<file path="config.mk">
export PLATFORM = sky130hd
export DESIGN_NAME = lsht_ctrl
export DESIGN_NICKNAME = d
export VERILOG_FILES = /design/src/hdl/lsht_pkg.sv /design/src/hdl/lsht_ctrl.sv
export SDC_FILE = /design/constraint.sdc
export NUM_CORES = 1
export LEC_CHECK = 0
export BUFFER_PORTS_ARGS = -buffer_cell sky130_fd_sc_hd__buf_2
export CAP_MARGIN = 20
export CORE_ASPECT_RATIO = 1.5
export CORE_UTILIZATION = 47
export CTS_CLUSTER_SIZE = 40
export DETAILED_ROUTE_END_ITERATION = 16
export PLACE_DENSITY = 0.72
export SKIP_CTS_REPAIR_TIMING = 1
export SYNTH_ARGS = -nofsm -noshare
export SYNTH_HDL_FRONTEND = slang
export SYNTH_SLANG_ARGS = --single-unit
export TNS_END_PERCENT = 50
</file>
<file path="constraint.sdc">
create_clock -name clk -period 2 [get_ports clk]
set_input_delay 0.1 -clock clk [delete_from_list [all_inputs] [get_ports clk]]
set_output_delay 0.1 -clock clk [all_outputs]
set_load 0.02 [all_outputs]
</file>
<file path="src/hdl/lsht_pkg.sv">
// Shared types, constants and helpers for the listening-socket hash table.
package lsht_pkg;

    localparam int TABLE_SIZE  = 64;
    localparam int SLOT_W      = $clog2(TABLE_SIZE);
    localparam int PTR_W       = SLOT_W + 1;
    localparam int BL_DEPTH    = 16;
    localparam int BL_IDX_W    = $clog2(BL_DEPTH);
    localparam int BL_CNT_W    = BL_IDX_W + 1;
    localparam int BL_ADDR_W   = SLOT_W + BL_IDX_W;
    localparam int HASH_STEPS  = 7;
    localparam int HSTEP_W     = $clog2(HASH_STEPS);

    localparam logic [PTR_W-1:0] NONE    = PTR_W'(TABLE_SIZE);
    localparam logic [31:0]      JH_INIT = 32'hDEAD_BEF5;
    localparam logic [7:0]       REF_MAX = 8'hFF;

    typedef enum logic [2:0] {
        OP_CREATE  = 3'd0,
        OP_LOOKUP  = 3'd1,
        OP_CLOSE   = 3'd2,
        OP_RELEASE = 3'd3,
        OP_PUSH    = 3'd4,
        OP_POP     = 3'd5
    } op_t;

    typedef enum logic [2:0] {
        STAT_OK       = 3'd0,
        STAT_EXISTS   = 3'd1,
        STAT_FULL     = 3'd2,
        STAT_NOTFOUND = 3'd3,
        STAT_BADSLOT  = 3'd4,
        STAT_BLFULL   = 3'd5,
        STAT_BLEMPTY  = 3'd6,
        STAT_REFFULL  = 3'd7
    } status_t;

    typedef struct packed {
        logic [31:0]         key_addr;
        logic [15:0]         key_port;
        logic [PTR_W-1:0]    next;
        logic [PTR_W-1:0]    prev;
        logic [PTR_W-1:0]    home;
        logic [7:0]          ref_cnt;
        logic [PTR_W-1:0]    free_next;
        logic [BL_IDX_W-1:0] bl_rd;
        logic [BL_CNT_W-1:0] bl_cnt;
    } rec_t;

    typedef enum logic [2:0] {
        PTR_HOLD, PTR_INC, PTR_HEAD, PTR_NEXT, PTR_SLOT, PTR_FREE, PTR_PV, PTR_NX
    } ptr_sel_t;

    typedef enum logic [3:0] {
        W_NONE, W_CLEAR, W_CREATE, W_REF_INC, W_REF_DEC, W_SET_PREV_F,
        W_SET_NEXT_NX, W_SET_PREV_PV, W_UNLINK_SELF, W_BL_PUSH, W_BL_POP, W_FREE
    } wr_sel_t;

    typedef enum logic [1:0] {
        B_NONE, B_CLEAR, B_CREATE, B_UNLINK
    } bkt_wr_t;

    typedef enum logic [1:0] {
        FH_HOLD, FH_POP, FH_PUSH
    } fh_sel_t;

    typedef enum logic [3:0] {
        EM_NONE, EM_LOOKUP_OK, EM_REFFULL, EM_MISS, EM_EXISTS, EM_FULL, EM_CREATED,
        EM_BADSLOT, EM_BLFULL, EM_PUSHED, EM_BLEMPTY, EM_POPPED, EM_DROPPED,
        EM_FLUSH, EM_FREED
    } emit_t;

    typedef struct packed {
        logic     capture;
        logic     hash_step;
        ptr_sel_t ptr_sel;
        wr_sel_t  wr_sel;
        bkt_wr_t  bkt_wr;
        fh_sel_t  fh_sel;
        logic     fslot_load;
        logic     sav_load;
        logic     bl_push;
        emit_t    emit;
    } cmd_t;

    typedef struct packed {
        op_t  op;
        logic hash_last;
        logic head_none;
        logic key_match;
        logic next_none;
        logic ref_zero;
        logic ref_one;
        logic ref_full;
        logic bl_full;
        logic bl_empty;
        logic linked;
        logic pv_none;
        logic sav_nx_none;
        logic free_none;
        logic out_free;
        logic clr_last;
    } stat_t;

    typedef enum logic [4:0] {
        CS_CLEAR, CS_IDLE, CS_DISPATCH, CS_HASH, CS_H_WAIT, CS_H_CHK, CS_WK_WAIT,
        CS_WK_CMP, CS_FOUND, CS_MISS, CS_C_WAIT, CS_C_WR, CS_C_HWAIT, CS_C_HWR,
        CS_C_EMIT, CS_S_WAIT, CS_S_CHK, CS_P_EMIT, CS_DROP, CS_F_CHK, CS_F_EMIT,
        CS_U_CHK, CS_U_PV_WAIT, CS_U_PV_WR, CS_U_NX, CS_U_NX_WAIT, CS_U_NX_WR,
        CS_U_SELF, CS_U_SELF_WAIT, CS_U_SELF_WR, CS_FREE
    } ctrl_state_t;

    function automatic logic [31:0] rotl32(input logic [31:0] x, input logic [4:0] r);
        return (x << r) | (x >> (6'd32 - {1'b0, r}));
    endfunction

endpackage

</file>
<file path="src/hdl/lsht_ctrl.sv">
// Controller: sequences hashing, chain walks, unlinks, backlog flushes and results.
module lsht_ctrl
(
    input  logic             clk,
    input  logic             rst_n,
    input  logic             in_valid,
    output logic             in_stall,
    input  lsht_pkg::stat_t  stat,
    output lsht_pkg::cmd_t   cmd
);

    lsht_pkg::ctrl_state_t state_reg, state_next;
    logic ul_free_reg, ul_free_next;
    logic is_key_op;

    assign is_key_op = (stat.op == lsht_pkg::OP_CREATE) || (stat.op == lsht_pkg::OP_LOOKUP);

    always_ff @(posedge clk or negedge rst_n)
    begin
        if (!rst_n)
        begin
            state_reg   <= lsht_pkg::CS_CLEAR;
            ul_free_reg <= 1'b0;
        end
        else
        begin
            state_reg   <= state_next;
            ul_free_reg <= ul_free_next;
        end
    end

    // Next state
    always_comb
    begin
        state_next   = state_reg;
        ul_free_next = ul_free_reg;
        case (state_reg)
            lsht_pkg::CS_CLEAR:
                if (stat.clr_last) state_next = lsht_pkg::CS_IDLE;
            lsht_pkg::CS_IDLE:
                if (in_valid) state_next = lsht_pkg::CS_DISPATCH;
            lsht_pkg::CS_DISPATCH:
                case (stat.op)
                    lsht_pkg::OP_CREATE, lsht_pkg::OP_LOOKUP:
                        state_next = lsht_pkg::CS_HASH;
                    lsht_pkg::OP_CLOSE, lsht_pkg::OP_RELEASE,
                    lsht_pkg::OP_PUSH, lsht_pkg::OP_POP:
                        state_next = lsht_pkg::CS_S_WAIT;
                    default: state_next = lsht_pkg::CS_IDLE;
                endcase
            lsht_pkg::CS_HASH:
                if (stat.hash_last) state_next = lsht_pkg::CS_H_WAIT;
            lsht_pkg::CS_H_WAIT: state_next = lsht_pkg::CS_H_CHK;
            lsht_pkg::CS_H_CHK:
                state_next = stat.head_none ? lsht_pkg::CS_MISS : lsht_pkg::CS_WK_WAIT;
            lsht_pkg::CS_WK_WAIT: state_next = lsht_pkg::CS_WK_CMP;
            lsht_pkg::CS_WK_CMP:
                if (stat.key_match) state_next = lsht_pkg::CS_FOUND;
                else if (stat.next_none) state_next = lsht_pkg::CS_MISS;
                else state_next = lsht_pkg::CS_WK_WAIT;
            lsht_pkg::CS_FOUND:
                if (stat.out_free) state_next = lsht_pkg::CS_IDLE;
            lsht_pkg::CS_MISS:
                if (stat.op == lsht_pkg::OP_LOOKUP || stat.free_none)
                begin
                    if (stat.out_free) state_next = lsht_pkg::CS_IDLE;
                end
                else
                begin
                    state_next = lsht_pkg::CS_C_WAIT;
                end
            lsht_pkg::CS_C_WAIT: state_next = lsht_pkg::CS_C_WR;
            lsht_pkg::CS_C_WR:
                state_next = stat.head_none ? lsht_pkg::CS_C_EMIT : lsht_pkg::CS_C_HWAIT;
            lsht_pkg::CS_C_HWAIT: state_next = lsht_pkg::CS_C_HWR;
            lsht_pkg::CS_C_HWR:   state_next = lsht_pkg::CS_C_EMIT;
            lsht_pkg::CS_C_EMIT:
                if (stat.out_free) state_next = lsht_pkg::CS_IDLE;
            lsht_pkg::CS_S_WAIT: state_next = lsht_pkg::CS_S_CHK;
            lsht_pkg::CS_S_CHK:
                if (stat.ref_zero)
                begin
                    if (stat.out_free) state_next = lsht_pkg::CS_IDLE;
                end
                else
                begin
                    case (stat.op)
                        lsht_pkg::OP_CLOSE:
                        begin
                            state_next   = lsht_pkg::CS_U_CHK;
                            ul_free_next = 1'b0;
                        end
                        lsht_pkg::OP_RELEASE: state_next = lsht_pkg::CS_DROP;
                        lsht_pkg::OP_POP:
                            if (!stat.bl_empty) state_next = lsht_pkg::CS_P_EMIT;
                            else if (stat.out_free) state_next = lsht_pkg::CS_IDLE;
                        default:
                            if (stat.out_free) state_next = lsht_pkg::CS_IDLE;
                    endcase
                end
            lsht_pkg::CS_P_EMIT:
                if (stat.out_free) state_next = lsht_pkg::CS_IDLE;
            lsht_pkg::CS_DROP:
                if (stat.ref_one) state_next = lsht_pkg::CS_F_CHK;
                else if (stat.out_free) state_next = lsht_pkg::CS_IDLE;
            lsht_pkg::CS_F_CHK:
                if (stat.bl_empty)
                begin
                    state_next   = lsht_pkg::CS_U_CHK;
                    ul_free_next = 1'b1;
                end
                else
                begin
                    state_next = lsht_pkg::CS_F_EMIT;
                end
            lsht_pkg::CS_F_EMIT:
                if (stat.out_free) state_next = lsht_pkg::CS_F_CHK;
            lsht_pkg::CS_U_CHK:
                if (!stat.linked)
                    state_next = ul_free_reg ? lsht_pkg::CS_FREE : lsht_pkg::CS_DROP;
                else if (stat.pv_none)
                    state_next = lsht_pkg::CS_U_NX;
                else
                    state_next = lsht_pkg::CS_U_PV_WAIT;
            lsht_pkg::CS_U_PV_WAIT: state_next = lsht_pkg::CS_U_PV_WR;
            lsht_pkg::CS_U_PV_WR:   state_next = lsht_pkg::CS_U_NX;
            lsht_pkg::CS_U_NX:
                state_next = stat.sav_nx_none ? lsht_pkg::CS_U_SELF : lsht_pkg::CS_U_NX_WAIT;
            lsht_pkg::CS_U_NX_WAIT:   state_next = lsht_pkg::CS_U_NX_WR;
            lsht_pkg::CS_U_NX_WR:     state_next = lsht_pkg::CS_U_SELF;
            lsht_pkg::CS_U_SELF:      state_next = lsht_pkg::CS_U_SELF_WAIT;
            lsht_pkg::CS_U_SELF_WAIT: state_next = lsht_pkg::CS_U_SELF_WR;
            lsht_pkg::CS_U_SELF_WR:
                state_next = ul_free_reg ? lsht_pkg::CS_FREE : lsht_pkg::CS_DROP;
            lsht_pkg::CS_FREE:
                if (stat.out_free) state_next = lsht_pkg::CS_IDLE;
            default: state_next = lsht_pkg::CS_IDLE;
        endcase
    end

    // Commands
    always_comb
    begin
        cmd.capture    = 1'b0;
        cmd.hash_step  = 1'b0;
        cmd.ptr_sel    = lsht_pkg::PTR_HOLD;
        cmd.wr_sel     = lsht_pkg::W_NONE;
        cmd.bkt_wr     = lsht_pkg::B_NONE;
        cmd.fh_sel     = lsht_pkg::FH_HOLD;
        cmd.fslot_load = 1'b0;
        cmd.sav_load   = 1'b0;
        cmd.bl_push    = 1'b0;
        cmd.emit       = lsht_pkg::EM_NONE;
        in_stall       = 1'b1;
        case (state_reg)
            lsht_pkg::CS_CLEAR:
            begin
                cmd.ptr_sel = lsht_pkg::PTR_INC;
                cmd.wr_sel  = lsht_pkg::W_CLEAR;
                cmd.bkt_wr  = lsht_pkg::B_CLEAR;
            end
            lsht_pkg::CS_IDLE:
            begin
                in_stall    = 1'b0;
                cmd.capture = in_valid;
            end
            lsht_pkg::CS_DISPATCH:
                if (!is_key_op) cmd.ptr_sel = lsht_pkg::PTR_SLOT;
            lsht_pkg::CS_HASH: cmd.hash_step = 1'b1;
            lsht_pkg::CS_H_CHK:
                if (!stat.head_none) cmd.ptr_sel = lsht_pkg::PTR_HEAD;
            lsht_pkg::CS_WK_CMP:
                if (!stat.key_match && !stat.next_none) cmd.ptr_sel = lsht_pkg::PTR_NEXT;
            lsht_pkg::CS_FOUND:
                if (stat.out_free)
                begin
                    if (stat.op == lsht_pkg::OP_LOOKUP)
                    begin
                        if (stat.ref_full)
                        begin
                            cmd.emit = lsht_pkg::EM_REFFULL;
                        end
                        else
                        begin
                            cmd.emit   = lsht_pkg::EM_LOOKUP_OK;
                            cmd.wr_sel = lsht_pkg::W_REF_INC;
                        end
                    end
                    else
                    begin
                        cmd.emit = lsht_pkg::EM_EXISTS;
                    end
                end
            lsht_pkg::CS_MISS:
                if (stat.op == lsht_pkg::OP_LOOKUP)
                begin
                    if (stat.out_free) cmd.emit = lsht_pkg::EM_MISS;
                end
                else if (stat.free_none)
                begin
                    if (stat.out_free) cmd.emit = lsht_pkg::EM_FULL;
                end
                else
                begin
                    cmd.ptr_sel    = lsht_pkg::PTR_FREE;
                    cmd.fslot_load = 1'b1;
                end
            lsht_pkg::CS_C_WR:
            begin
                cmd.wr_sel = lsht_pkg::W_CREATE;
                cmd.fh_sel = lsht_pkg::FH_POP;
                cmd.bkt_wr = lsht_pkg::B_CREATE;
                if (!stat.head_none) cmd.ptr_sel = lsht_pkg::PTR_HEAD;
            end
            lsht_pkg::CS_C_HWR: cmd.wr_sel = lsht_pkg::W_SET_PREV_F;
            lsht_pkg::CS_C_EMIT:
                if (stat.out_free) cmd.emit = lsht_pkg::EM_CREATED;
            lsht_pkg::CS_S_CHK:
                if (stat.ref_zero)
                begin
                    if (stat.out_free) cmd.emit = lsht_pkg::EM_BADSLOT;
                end
                else if (stat.op == lsht_pkg::OP_PUSH)
                begin
                    if (stat.out_free)
                    begin
                        if (stat.bl_full)
                        begin
                            cmd.emit = lsht_pkg::EM_BLFULL;
                        end
                        else
                        begin
                            cmd.emit    = lsht_pkg::EM_PUSHED;
                            cmd.wr_sel  = lsht_pkg::W_BL_PUSH;
                            cmd.bl_push = 1'b1;
                        end
                    end
                end
                else if (stat.op == lsht_pkg::OP_POP && stat.bl_empty)
                begin
                    if (stat.out_free) cmd.emit = lsht_pkg::EM_BLEMPTY;
                end
            lsht_pkg::CS_P_EMIT:
                if (stat.out_free)
                begin
                    cmd.emit   = lsht_pkg::EM_POPPED;
                    cmd.wr_sel = lsht_pkg::W_BL_POP;
                end
            lsht_pkg::CS_DROP:
                if (stat.ref_one)
                begin
                    cmd.wr_sel = lsht_pkg::W_REF_DEC;
                end
                else if (stat.out_free)
                begin
                    cmd.emit   = lsht_pkg::EM_DROPPED;
                    cmd.wr_sel = lsht_pkg::W_REF_DEC;
                end
            lsht_pkg::CS_F_EMIT:
                if (stat.out_free)
                begin
                    cmd.emit   = lsht_pkg::EM_FLUSH;
                    cmd.wr_sel = lsht_pkg::W_BL_POP;
                end
            lsht_pkg::CS_U_CHK:
                if (stat.linked)
                begin
                    cmd.sav_load = 1'b1;
                    if (stat.pv_none) cmd.bkt_wr = lsht_pkg::B_UNLINK;
                    else cmd.ptr_sel = lsht_pkg::PTR_PV;
                end
            lsht_pkg::CS_U_PV_WR: cmd.wr_sel = lsht_pkg::W_SET_NEXT_NX;
            lsht_pkg::CS_U_NX:
                if (!stat.sav_nx_none) cmd.ptr_sel = lsht_pkg::PTR_NX;
            lsht_pkg::CS_U_NX_WR:   cmd.wr_sel = lsht_pkg::W_SET_PREV_PV;
            lsht_pkg::CS_U_SELF:    cmd.ptr_sel = lsht_pkg::PTR_SLOT;
            lsht_pkg::CS_U_SELF_WR: cmd.wr_sel = lsht_pkg::W_UNLINK_SELF;
            lsht_pkg::CS_FREE:
                if (stat.out_free)
                begin
                    cmd.emit   = lsht_pkg::EM_FREED;
                    cmd.wr_sel = lsht_pkg::W_FREE;
                    cmd.fh_sel = lsht_pkg::FH_PUSH;
                end
            default: in_stall = 1'b1;
        endcase
    end

endmodule

</file>
* Word-level counts from Yosys, hierarchy flattened *
Index checks and enable logic that the tools add are counted.

storage, ports and cells
  bits in registers = 6
  latch bits = 0
  bits in writable memories = 0
  ROM bits = 0
  memories = 0

operators by class
  add/sub/neg operators = 0
  $mul = 0
  divide/modulo/power cells = 0
  $lt $le $gt $ge = 0
  equal/unequal tests = 42
  shift operators = 0
  mux-type cells = 82
  bitwise logic cells = 0
  reduce and logical (&&, ||, !) cells = 16

operators with widths
  kind                number
  $pmux 5 s28         1
  $mux 4              22
  $eq 5x5->1 const B  15
  $mux 5              10
  $pmux 4 s11         1
  $eq 5x4->1 const B  8
  $mux 3              12
  $pmux 4 s8          1
  $mux 2              12
  $pmux 3 s8          1
  $eq 5x3->1 const B  4
  $mux 1              17
  $pmux 5 s3          1
  $ne 2x2->1 const B  7
  $eq 5x2->1 const B  2
  $pmux 4 s2          1
  $reduce_and 4->1    2
  $reduce_or 4->1     2
  $eq 3x2->1 const B  2
  $eq 3x3->1 const B  2
  $pmux 2 s3          1
  $reduce_or 2->1     3
  $eq 5x1->1 const B  1
  $logic_not 5->1     1
  8 further kinds     11

* Longest topological paths before layout *
Gate-level depths: netlist of the first run.

  depth in word-level cells = 6
  mapped depth = 8
  depth with buffers taken out = 6

* Worst setup path after synthesis of the first run *
Ideal clock, no wire load.

  kind = flip-flop to output port
  start point = reg state_reg[2]
  end point = out cmd[3] (netlist name)
  arrival = 1.767 ns
  setup slack = 0.133 ns
  cell stages (with the launch flop) = 7
  cell sequence = dfrtp_1 -> buf_4 -> or2_1 -> o211a_1 -> o31ai_1 -> a32oi_1 -> nor3_1

RTL lines
  what                    line             text
  from (decl)             lsht_ctrl.sv:12  lsht_pkg::ctrl_state_t state_reg, state_next;
  from (signal assigned)  lsht_ctrl.sv:22  state_reg <= lsht_pkg::CS_CLEAR;
  from (signal assigned)  lsht_ctrl.sv:27  state_reg <= state_next;
  to (decl)               lsht_ctrl.sv:9   output lsht_pkg::cmd_t cmd

==> key figures, run 1 <==
Run status
  – Status: finished, violations left
  – Failing checks: setup timing

Power and ir drop
  – Static leakage: 0.974 nW
  – Power Total: 2.52 mW
  – Internal power: 1.17 mW
  – Sequential cell fraction of total power: 10.1%
  – Sw power: 1.35 mW
  – Peak supply drop: 0.000605 V
  – Clock power share: 7.5%
  – Power Dens Cells: 1150 nW/µm²
  – Sw Share: 53.5%
  – Combinational power share: 82.5%

Logic synthesis
  – Seq/Total Area, Yosys: 9.05%
  – Post-synth top flop: dfrtp_1
  – Syn. warnings: 0
  – Post-synthesis cell area: 1660 µm²
  – Async set-or-reset flop fraction in the synthesized netlist: 100%
  – Yosys cell types: 63
  – Simple-gate area share of the yosys netlist: 44.2%
  – Post-synthesis mux area share: 0.603%
  – Avg Inst Size Synth: 6.69 µm²
  – Post-Syn Instances: 248
  – Compound-Gate Fraction of Synth Area: 35.1%
  – Synth Area in XOR/XNOR: 0%
  – Seq cells post-synth: 6
  – Combinational family with the most area after synthesis: simple AND/OR/NAND/NOR gates
  – Number of enable flip-flop cells after synthesis: 0
  – Synth Area in Adders: 1.51%
  – Mapped Nets: 271

Place
  – Placer congestion estimate: 1.04
  – HPWL after DPL: 4980 µm
  – Number of port buffers: 41

Cells and area
  – Antenna diode count: 0
  – Layout cell share with drive strength beyond 1: 33.4%
  – Fin util: 65.1%
  – Final net count: 333
  – Max FFs per register: 5
  – Layout area overhead: 32.7%

Timing
  – Final Skew: 0.00909 ns
  – RSZ-0062 raised after global routing: yes
  – Tmin final: 2.04 ns
  – Finish-stage setup viols: 1
  – Max-slew violations: 0
  – Max Freq: 0.490 GHz
  – Final Hold Fails: 0
  – Rel. slew slack: 68.5%
  – Period utilization: 102%
  – Worst slew pin tran: 0.466 ns
  – Setup ws final: -0.0391 ns

Clock network
  – CTS tree: built
  – Sink Count: 6
  – Clk buf depth: 2
  – CTS root buffer: clkbuf_8
  – Worst-skew pair later-pin latency: 0.23 ns
  – Reg clk slew, reported paths: 0.04 ns
  – H-tree depth: 1
  – CTS Buf Count: 3

Global route
  – Total GRT Usage: 35.5%
  – Global-route wire length before repair: 9980 µm
  – Vias in the first global route: 1970
  – Largest net degree at the start of global routing: 37
  – Total gr overflow: 0
  – Antenna violations before repair: 0

Die
  – Site Rows: 26
  – Core Region: 3380 µm²
  – Die area: 3780 µm²
  – Die Y: 74.8 µm
  – Initial core utilization: 49.0%
  – Horiz. Die Dim: 50.5 µm
  – # IOs: 42

Worst setup path
  – Data arrival, critical path: 1.94 ns
  – CP Max Fanout: 6
  – CP endpoint kind: primary output
  – Worst setup SP type: flip-flop
  – Required @ worst endpoint: 1.90 ns
  – Crit Path Class: reg2out

Route
  – Number of DRC markers in iteration 0: 267
  – Max layer used: met4
  – Final wirelength: 6930 µm
  – DR WL met3: 762 µm
  – Wire length per cell: 19.8 µm
  – Initial DRT Pass Iterations: 7
  – Post-DRT Antenna Nets: 0
  – Wl on met1: 2460 µm
  – Met2 WL: 3230 µm
  – Routed via count: 2377
  – Via/cell ratio: 6.79
  – Post-route DRC: 0

Min path
  – Hold crit path type: in2reg

Flow run
  – Total of max-cap violations: 0
[worst max-delay path: stages (launching register included)]
cell	delay, ns
dfrtp_2	0.46
buf_2	0.21
nand3b_1	0.13
or4b_4	0.61
o211ai_1	0.12
buf_4	0.17
[metrics by stage]
stage / setup WS, ns / setup TNS (ns) / cell area (µm²) / hold slack, ns / cells
floorplan: 0.133 / 0 / 1660 / -0.196 / 248
CTS: -0.144 / -0.653 / 2030 / -0.304 / 337
global route: -0.0561 / -0.116 / 2200 / 0.221 / 350
detailed placement: 0.0929 / 0 / 1990 / -0.0648 / 334
finish: -0.0391 / -0.0391 / 2200 / 0.197 / 350
global placement: 0.107 / 0 / 1990 / -0.0643 / 334
[cells in the mapped netlist, types with 3 or more instances]
library cell,n,share of area [%]
a21oi_1,17,5.1
a31oi_1,6,2.3
a32oi_1,4,2.1
and2_1,4,1.5
and3_1,5,1.9
buf_2,12,3.6
buf_4,4,1.8
buf_6,3,2.0
dfrtp_1,6,9.0
inv_1,6,1.4
nand2_1,22,5.0
nand2b_1,12,4.5
nand3_1,9,2.7
nand3b_1,3,1.4
nand4_1,3,1.1
nor2_1,21,4.8
nor2b_1,14,5.3
nor3_1,9,2.7
nor3b_1,4,1.8
o211ai_1,4,1.8
o21ai_0,16,4.8
o21ai_1,3,0.90
o22ai_1,4,1.5
o311ai_1,3,1.6
or2_1,3,1.1
[area by class of cell]
type	instances	area [µm²]
tap	42	52.6
timing repair buffer	78	543
sequential	6	155
clock buffer	3	41.3
multi-input combinational	214	1380
inverter	7	26.3
fill	324	1180
[power groups by stage]
stage / sequential [mW] / combinational, mW / clock [mW]
2_1_floorplan: 0.189 / 1.24 / 0
3_3_place_gp: 0.254 / 1.75 / 0
3_5_place_dp: 0.258 / 1.74 / 0
4_1_cts: 0.258 / 1.75 / 0.186
5_1_grt: 0.258 / 2.19 / 0.192
6_report: 0.254 / 2.08 / 0.188
[path summary, 6_finish.rpt]
check                                              start                       end  slack, ns  cells past startpoint
worst max-delay path            state_reg[0]$_DFFE_PN0P_                   cmd[17]      -0.04                      5
worst min-delay path                             stat[6]   ul_free_reg$_DFFE_PN0P_       0.20                      2
worst max register to register  state_reg[1]$_DFFE_PN0P_  state_reg[3]$_DFFE_PN0P_       0.14                      5
worst min register to register   ul_free_reg$_DFFE_PN0P_   ul_free_reg$_DFFE_PN0P_       0.58                      1
max in group asynchronous                          rst_n  state_reg[1]$_DFFE_PN0P_       1.59                      2
min in group asynchronous                          rst_n  state_reg[0]$_DFFE_PN0P_       0.22                      2
[cell usage in the layout, fill, tap and decap left out, types with 3 or more instances in the layout]
master    count
nand3b_1      3
inv_1         6
o22ai_1       4
nor3_1        9
buf_2        37
nor2b_1      12
nand2b_1     12
and3_1        5
a31oi_1       6
nand3_1       9
a32oi_1       4
nand4_1       3
nor2_1       20
o211ai_1      4
o21ai_1       4
and2_1        4
clkbuf_8      3
o21ai_0      15
a21oi_1      16
dfrtp_2       4
buf_4        34
nand2_1      22
or2_1         3
nor3b_1       4
o311ai_1      3
[routing by layer]
layer  track usage (%)  up-vias
met4              24.1        0
met1              43.6     1059
li1                  -     1053
met2              58.2      210
met5                 0        -
met3              3.84       55
[cell families (layout without fill, tap and decap cells)]
| group | after synthesis | after routing |
|---|---|---|
| buffers and inverters | 28 | 88 |
| adders and majority gates | 2 | 2 |
| and+or+nand+nor | 127 | 127 |
| muxes | 1 | 1 |
| DFF | 6 | 6 |
| AOI/OAI and AO/OA | 84 | 84 |
No activity file was read; power rests on OpenSTA's default activity.
==> inputs of run 2 (changes only) <==
Settings changed: ABC_AREA set to 1, GPL_TIMING_DRIVEN set to 0, PLACE_DENSITY 0.72 to 0.74.
==> run 2 against run 1 <==
- the flow now finishes without violations
- register-to-register slack about the same
- cell count increased by 4.3%
- worst setup slack improved by 0.17 ns
- sequential share of layout area increased by 1.5 points
- critical endpoint is now cmd[14]
- largest power group unchanged
==> key figures, run 2 <==
Global route
  – Total GRT Usage: 34.0% (-1.5 points)
  – Met3 Use GR: 3.91% (+0.068 points)
  – Global Route met1 Usage: 42.5% (-1.1 points)
  – Largest net degree at the start of global routing: 11 (-70%)
  – Grt peak-use layer: met2
  – Vias in the first global route: 1778 (-9.7%)
  – Met2 Usage GRT: 52.9% (-5.3 points)
  – Global-route wire length before repair: 8110 µm (-19%)
  – Antenna violations before repair: 0 (unchanged)
  – Total gr overflow: 0 (unchanged)

Timing
  – Rel. slew slack: 71.0% (+2.6 points)
  – Final Hold Fails: 0 (unchanged)
  – Final Skew: 0.000980 ns (-0.00811 ns)
  – Worst hold slack: 0.147 ns (-0.0501 ns)
  – Finish-stage setup viols: 0 (-1)
  – Tmin final: 1.87 ns (-0.165 ns)
  – Period utilization: 93.7% (-8.3 points)
  – Worst slew pin tran: 0.434 ns (-0.0312 ns)
  – RSZ-0062 raised after global routing: no
  – Max Freq: 0.534 GHz (+8.8%)
  – Max-slew violations: 0 (unchanged)

Power and ir drop
  – Static leakage: 1.14 nW (+17%)
  – Internal power: 840 µW (-28%)
  – Sw Share: 60.4% (+6.9 points)
  – Combinational power share: 79.4% (-3.1 points)
  – Power Total: 2.12 mW (-16%)
  – Clock power share: 8.3% (+0.8 points)
  – Peak supply drop: 0.000669 V (+11%)
  – Sequential cell fraction of total power: 12.2% (+2.1 points)
  – Sw power: 1.28 mW (-5.1%)
  – Power Dens Cells: 1190 nW/µm² (+4.0%)

Clock network
  – CTS root buffer: clkbuf_8
  – CTS Buf Count: 3 (unchanged)
  – Clk buf depth: 2 (unchanged)
  – Sink Count: 6 (unchanged)
  – CTS tree: built
  – Worst-skew pair later-pin latency: 0.22 ns (about the same)
  – H-tree depth: 1 (unchanged)
  – Reg clk slew, reported paths: 0.03 ns (about the same)

Logic synthesis
  – Area contributors post-synth: nand2_1 (22%), nor2_1 (13%), nand3_1 (12%)
  – Async set-or-reset flop fraction in the synthesized netlist: 100% (unchanged)
  – Seq cells post-synth: 6 (unchanged)
  – Post-synth top area share: 22.3% (+13 points)
  – Number of enable flip-flop cells after synthesis: 0 (unchanged)
  – Area leader, netlist: nand2_1
  – Yosys cell types: 29 (-54%)
  – Syn. warnings: 0 (unchanged)
  – Post-Syn Instances: 278 (+12%)
  – Most common cell in the netlist: nand2_1
  – Seq/Total Area, Yosys: 10.6% (+1.6 points)
  – Post-synthesis cell area: 1420 µm² (-15%)
  – Post-synth top flop: dfrtp_1
  – Avg Inst Size Synth: 5.09 µm² (-24%)
  – Most common library cells after synthesis: nand2_1 (84), nor2_1 (50), inv_1 (36), nand3_1 (34), o21ai_0 (11)
  – Mapped Nets: 301 (+11%)

Die
  – Die Y: 69.2 µm (-7.4%)
  – Initial core utilization: 49.1% (+0.093 points)
  – Horiz. Die Dim: 46.8 µm (-7.3%)
  – # IOs: 42 (unchanged)
  – Site Rows: 24 (-7.7%)
  – Core Region: 2880 µm² (-15%)
  – Die area: 3240 µm² (-14%)

Cells and area
  – Finished Layout Cells: 365 (+4.3%)
  – Final net count: 351 (+5.4%)
  – Commonest non-fill, non-tap cell in the layout: nand2_1
  – Layout area overhead: 25.6%
  – Max FFs per register: 5 (unchanged)
  – Fin util: 61.7% (-3.4 points)
  – Layout cell share with drive strength beyond 1: 22.1% (-11 points)
  – Antenna diode count: 0 (unchanged)
  – Most frequent cells in the layout: nand2_1 (84), nor2_1 (49), buf_2 (41)

Route
  – Number of DRC markers in iteration 0: 125 (-53%)
  – Final wirelength: 5210 µm (-25%)
  – Post-route DRC: 0 (unchanged)
  – Via/cell ratio: 5.66 (-17%)
  – Wire length per cell: 14.3 µm (-28%)
  – Routed via count: 2067 (-13%)
  – Initial DRT Pass Iterations: 5 (-2)
  – Post-DRT Antenna Nets: 0 (unchanged)

Worst setup path
  – Slowest-stage cell, CP: dfrtp_1
  – Required @ worst endpoint: 1.90 ns (about the same)
  – Worst setup SP type: flip-flop
  – CP endpoint kind: primary output
  – Cell mode on critical path: nand2_1
  – Crit-path cells: inv_1 -> nor2_4 -> nand2_1 -> nor2_1 -> nand2_1 -> nand2_1 -> inv_1 -> nand3_1 -> buf_2
  – Crit Path Class: reg2out
  – CP Max Fanout: 6 (unchanged)
  – Data arrival, critical path: 1.77 ns (-0.17 ns)
  – Crit-path max cell delay: 0.46 ns (-0.15 ns)

Place
  – Number of port buffers: 40 (-2.4%)
  – Placer congestion estimate: 1.01 (-3.5%)
  – HPWL after DPL: 4070 µm (-18%)
  – Placed Cells: 357 (+6.9%)

Run status
  – Status: finished clean

Flow run
  – Total of max-cap violations: 0 (unchanged)

Min path
  – Hold crit path type: in2reg
run 2: changes by cell type in the layout (fill, tap and decap cells not counted), moves of 5 or more:
cell      previous run  this run
a21oi_1             16         5
nand3_1              9        33
nor2_1              20        49
nand4_1              3         9
and3_1               5         0
nand2b_1            12         0
a31oi_1              6         0
inv_1                6        34
buf_4               34         4
nand2_1             22        84
nor2b_1             12         0
run 2: critical path: cells and delay by family (launching register included):
kind | cells | cell delay (ns)
buffers and inverters | 3 | 0.36
AND/OR/NAND/NOR | 6 | 0.74
flip-flops | 1 | 0.46
run 2: metrics by stage:
step / TNS, ns / cell area, µm² / setup slack (ns)
4_1_cts: -0.0419 / 1710 / -0.0320
3_5_place_dp: 0 / 1670 / 0.217
2_1_floorplan: 0 / 1420 / 0.336
3_3_place_gp: 0 / 1670 / 0.183
6_report: 0 / 1780 / 0.126
5_1_grt: 0 / 1780 / 0.0315
run 2: cell families after synthesis:
family / count (synthesis) / synth area share [%]
fa+ha+maj: 2 / 1.77
buf+inv: 45 / 12.6
compound gates: 26 / 11.4
flops: 6 / 10.6
simple gates: 199 / 63.6
run 2: area by class of cell:
| type | instances | area, µm² |
|---|---|---|
| plain buffers | 6 | 38.8 |
| clock buffers | 3 | 41.3 |
| fillers | 333 | 1100 |
| inverters | 39 | 146 |
| multi-input cells | 228 | 1120 |
| flip-flops and latches | 6 | 151 |
| well taps | 39 | 48.8 |
| repair buffers | 44 | 233 |
run 2: final timing paths:
kind | start | to | slack [ns] | cells after the start
max | state_reg[1]$_DFFE_PN0P_ | cmd[14] | 0.13 | 9
min | stat[14] | state_reg[1]$_DFFE_PN0P_ | 0.15 | 3
max reg2reg | state_reg[1]$_DFFE_PN0P_ | state_reg[0]$_DFFE_PN0P_ | 0.14 | 11
min reg2reg | ul_free_reg$_DFFE_PN0P_ | ul_free_reg$_DFFE_PN0P_ | 0.63 | 2
max in group asynchronous | rst_n | state_reg[2]$_DFFE_PN0P_ | 1.63 | 2
min in group asynchronous | rst_n | state_reg[4]$_DFFE_PN0P_ | 0.22 | 2
run 2: routing by layer:
layer / share of wire (%) / up-vias
met5: 0 / -
met4: 6.3 / 0
met3: 7.9 / 29
met2: 49 / 134
met1: 37 / 900
li1: - / 1004
run 2: power by group through the flow:
stage | Combinational [mW] | Clock [mW] | Sequential (mW)
finish | 1.68 | 0.177 | 0.259
global route | 1.83 | 0.186 | 0.263
CTS | 1.55 | 0.179 | 0.248
detailed placement | 1.54 | 0 | 0.249
global placement | 1.57 | 0 | 0.246
floorplan | 1.13 | 0 | 0.234
==> inputs of run 3 (changes only) <==
Settings changed: PLACE_DENSITY 0.74 to 0.8.
==> run 3 against run 2 <==
- worst setup slack lost 0.014 ns
- clock power about the same
- die area unchanged
- total power decreased by 0.96%
- global-route usage is 1.2 points lower
- wire length decreased by 2.8%
- sequential power is 3% lower
- largest cell class unchanged
==> key figures, run 3 (synthesized netlist as in run 2, its figures left out) <==
Timing
  – RSZ-0062 raised after global routing: yes
  – Setup ws final: 0.112 ns (-0.0144 ns)
  – Tmin final: 1.89 ns (+0.0144 ns)
  – Final Hold Fails: 0 (unchanged)
  – Finish-stage setup viols: 0 (unchanged)
  – Worst hold slack: 0.138 ns (-0.00894 ns)
  – Rel. slew slack: 72.8% (+1.7 points)
  – Max-slew violations: 0 (unchanged)
  – Worst slew pin tran: 0.408 ns (-0.0260 ns)
  – Max Freq: 0.530 GHz (-0.76%)
  – Period utilization: 94.4% (+0.72 points)
  – Final Skew: 0.00124 ns (+0.000256 ns)
  – Setup TNS: 0 ns (unchanged)

Clock network
  – Reg clk slew, reported paths: 0.04 ns (about the same)
  – Worst-skew pair later-pin latency: 0.22 ns (about the same)
  – Sink Count: 6 (unchanged)
  – CTS root buffer: clkbuf_8
  – CTS tree: built
  – Clk buf depth: 2 (unchanged)
  – CTS Buf Count: 3 (unchanged)
  – H-tree depth: 1 (unchanged)

Global route
  – Global-route wire length before repair: 8010 µm (-1.2%)
  – Vias in the first global route: 1846 (+3.8%)
  – Largest net degree at the start of global routing: 11 (unchanged)
  – Antenna violations before repair: 0 (unchanged)
  – Total GRT Usage: 32.8% (-1.2 points)
  – Total gr overflow: 0 (unchanged)

Place
  – Pre-CTS setup slack: 0.195 ns (-0.0212 ns)
  – HPWL after DPL: 4060 µm (-0.13%)
  – Placer congestion estimate: 1.00 (-0.31%)
  – Number of port buffers: 40 (unchanged)
  – Placed Cells: 357 (unchanged)

Cells and area
  – Layout area overhead: 25.2%
  – Finished Layout Cells: 363 (-0.55%)
  – Layout cell share with drive strength beyond 1: 21.0% (-1.1 points)
  – Antenna diode count: 0 (unchanged)
  – # fillers: 333 (unchanged)
  – Final net count: 349 (-0.57%)
  – Most frequent cells in the layout: nand2_1 (84), nor2_1 (49), buf_2 (41)
  – Max FFs per register: 5 (unchanged)
  – Commonest non-fill, non-tap cell in the layout: nand2_1

Flow run
  – Total of max-cap violations: 0 (unchanged)

Route
  – Number of DRC markers in iteration 0: 135 (+8.0%)
  – Initial DRT Pass Iterations: 5 (unchanged)
  – Post-route DRC: 0 (unchanged)
  – Post-DRT Antenna Nets: 0 (unchanged)
  – Routed via count: 2059 (-0.39%)
  – Final wirelength: 5060 µm (-2.8%)
  – Wire length per cell: 13.9 µm (-2.3%)
  – Via/cell ratio: 5.67 (+0.16%)

Die
  – Horiz. Die Dim: 46.8 µm (unchanged)
  – Die area: 3240 µm² (unchanged)
  – # IOs: 42 (unchanged)
  – Initial core utilization: 49.1% (unchanged)
  – Die Y: 69.2 µm (unchanged)
  – Site Rows: 24 (unchanged)
  – Core Region: 2880 µm² (unchanged)

Worst setup path
  – Crit-path cells: inv_2 -> clkbuf_4 -> nand3_2 -> nor2_1 -> inv_1 -> o211ai_1 -> buf_2
  – Worst setup SP type: flip-flop
  – Largest delay share family, worst path: buffers and inverters
  – Crit Path Class: reg2out
  – Required @ worst endpoint: 1.90 ns (about the same)
  – Data arrival, critical path: 1.79 ns (+0.02 ns)
  – WP buf/inv: 4 (+1)
  – CP Max Fanout: 10 (+4)
  – Crit-path max cell delay: 0.43 ns (-0.03 ns)
  – CP endpoint kind: primary output
  – Slowest-stage cell, CP: dfrtp_1

Power and ir drop
  – Power Total: 2.10 mW (-0.96%)
  – Peak supply drop: 0.000437 V (-35%)
  – Static leakage: 1.14 nW (about the same)
  – Power Dens Cells: 1180 nW/µm² (-0.61%)

Run status
  – Status: finished clean

Min path
  – Hold crit path type: in2reg
==> run 3: changes by cell type in the layout (fill, tap and decap cells not counted), sizes merged <==
cell	previous run	this run
buf	46	45
nor2	58	57
==> run 3: layout make-up <==
class,instances,area (µm²),area share [%]
sequential,6,150,8.47
tap,39,48.8,2.75
buffer,6,38.8,2.19
multi-input combinational,227,1120,63.3
clock buffer,3,41.3,2.33
inverter,39,146,8.26
timing repair buffer,43,225,12.7
==> run 3: power breakdown <==
| group | switching (mW) | internal [mW] | leakage, nW |
|---|---|---|---|
| logic | 1.15 | 0.515 | 1.04 |
| clock network | 0.0500 | 0.129 | 0.0216 |
| registers | 0.0700 | 0.181 | 0.0725 |
| total | 1.27 | 0.825 | 1.14 |
==> run 3: worst paths after layout <==
kind,start,endpoint,slack (ns),cells after the start
hold reg to reg,ul_free_reg$_DFFE_PN0P_,ul_free_reg$_DFFE_PN0P_,0.65,2
min in group asynchronous,rst_n,state_reg[0]$_DFFE_PN0P_,0.23,2
setup reg to reg,state_reg[1]$_DFFE_PN0P_,state_reg[0]$_DFFE_PN0P_,0.18,12
hold / removal,stat[14],state_reg[1]$_DFFE_PN0P_,0.14,3
max in group asynchronous,rst_n,state_reg[4]$_DFFE_PN0P_,1.63,2
setup / recovery,state_reg[4]$_DFFE_PN0P_,cmd[17],0.11,7
==> run 3: per-layer routing <==
metal  up-vias  share of wire (%)  global-route usage (%)
li1       1001                  -                       -
met1       898                 37                    39.8
met2       133                 49                    52.5
met3        27                7.5                    1.56
met4         0                6.8                    21.9
met5         -                  0                       0
==> run 3: worst reg2reg max path, stage by stage (launching register included) <==
cell and delay (ns):
dfrtp_1 0.46, inv_1 0.14, nor2_4 0.20, buf_4 0.16, nand3_1 0.17, nand2_1 0.13, nor2_1 0.04, nand2_1 0.06
nor2_1 0.05, nand2_1 0.10, nand2_1 0.06, nor2_1 0.09, nor2_1 0.06
==> run 3: through the flow <==
step	utilization, %	instance area, µm²
after detailed placement	57.8	1670
after floorplan	-	1420
final	61.5	1770
after global placement	57.8	1670
after CTS	59.2	1710
after global routing	61.5	1770
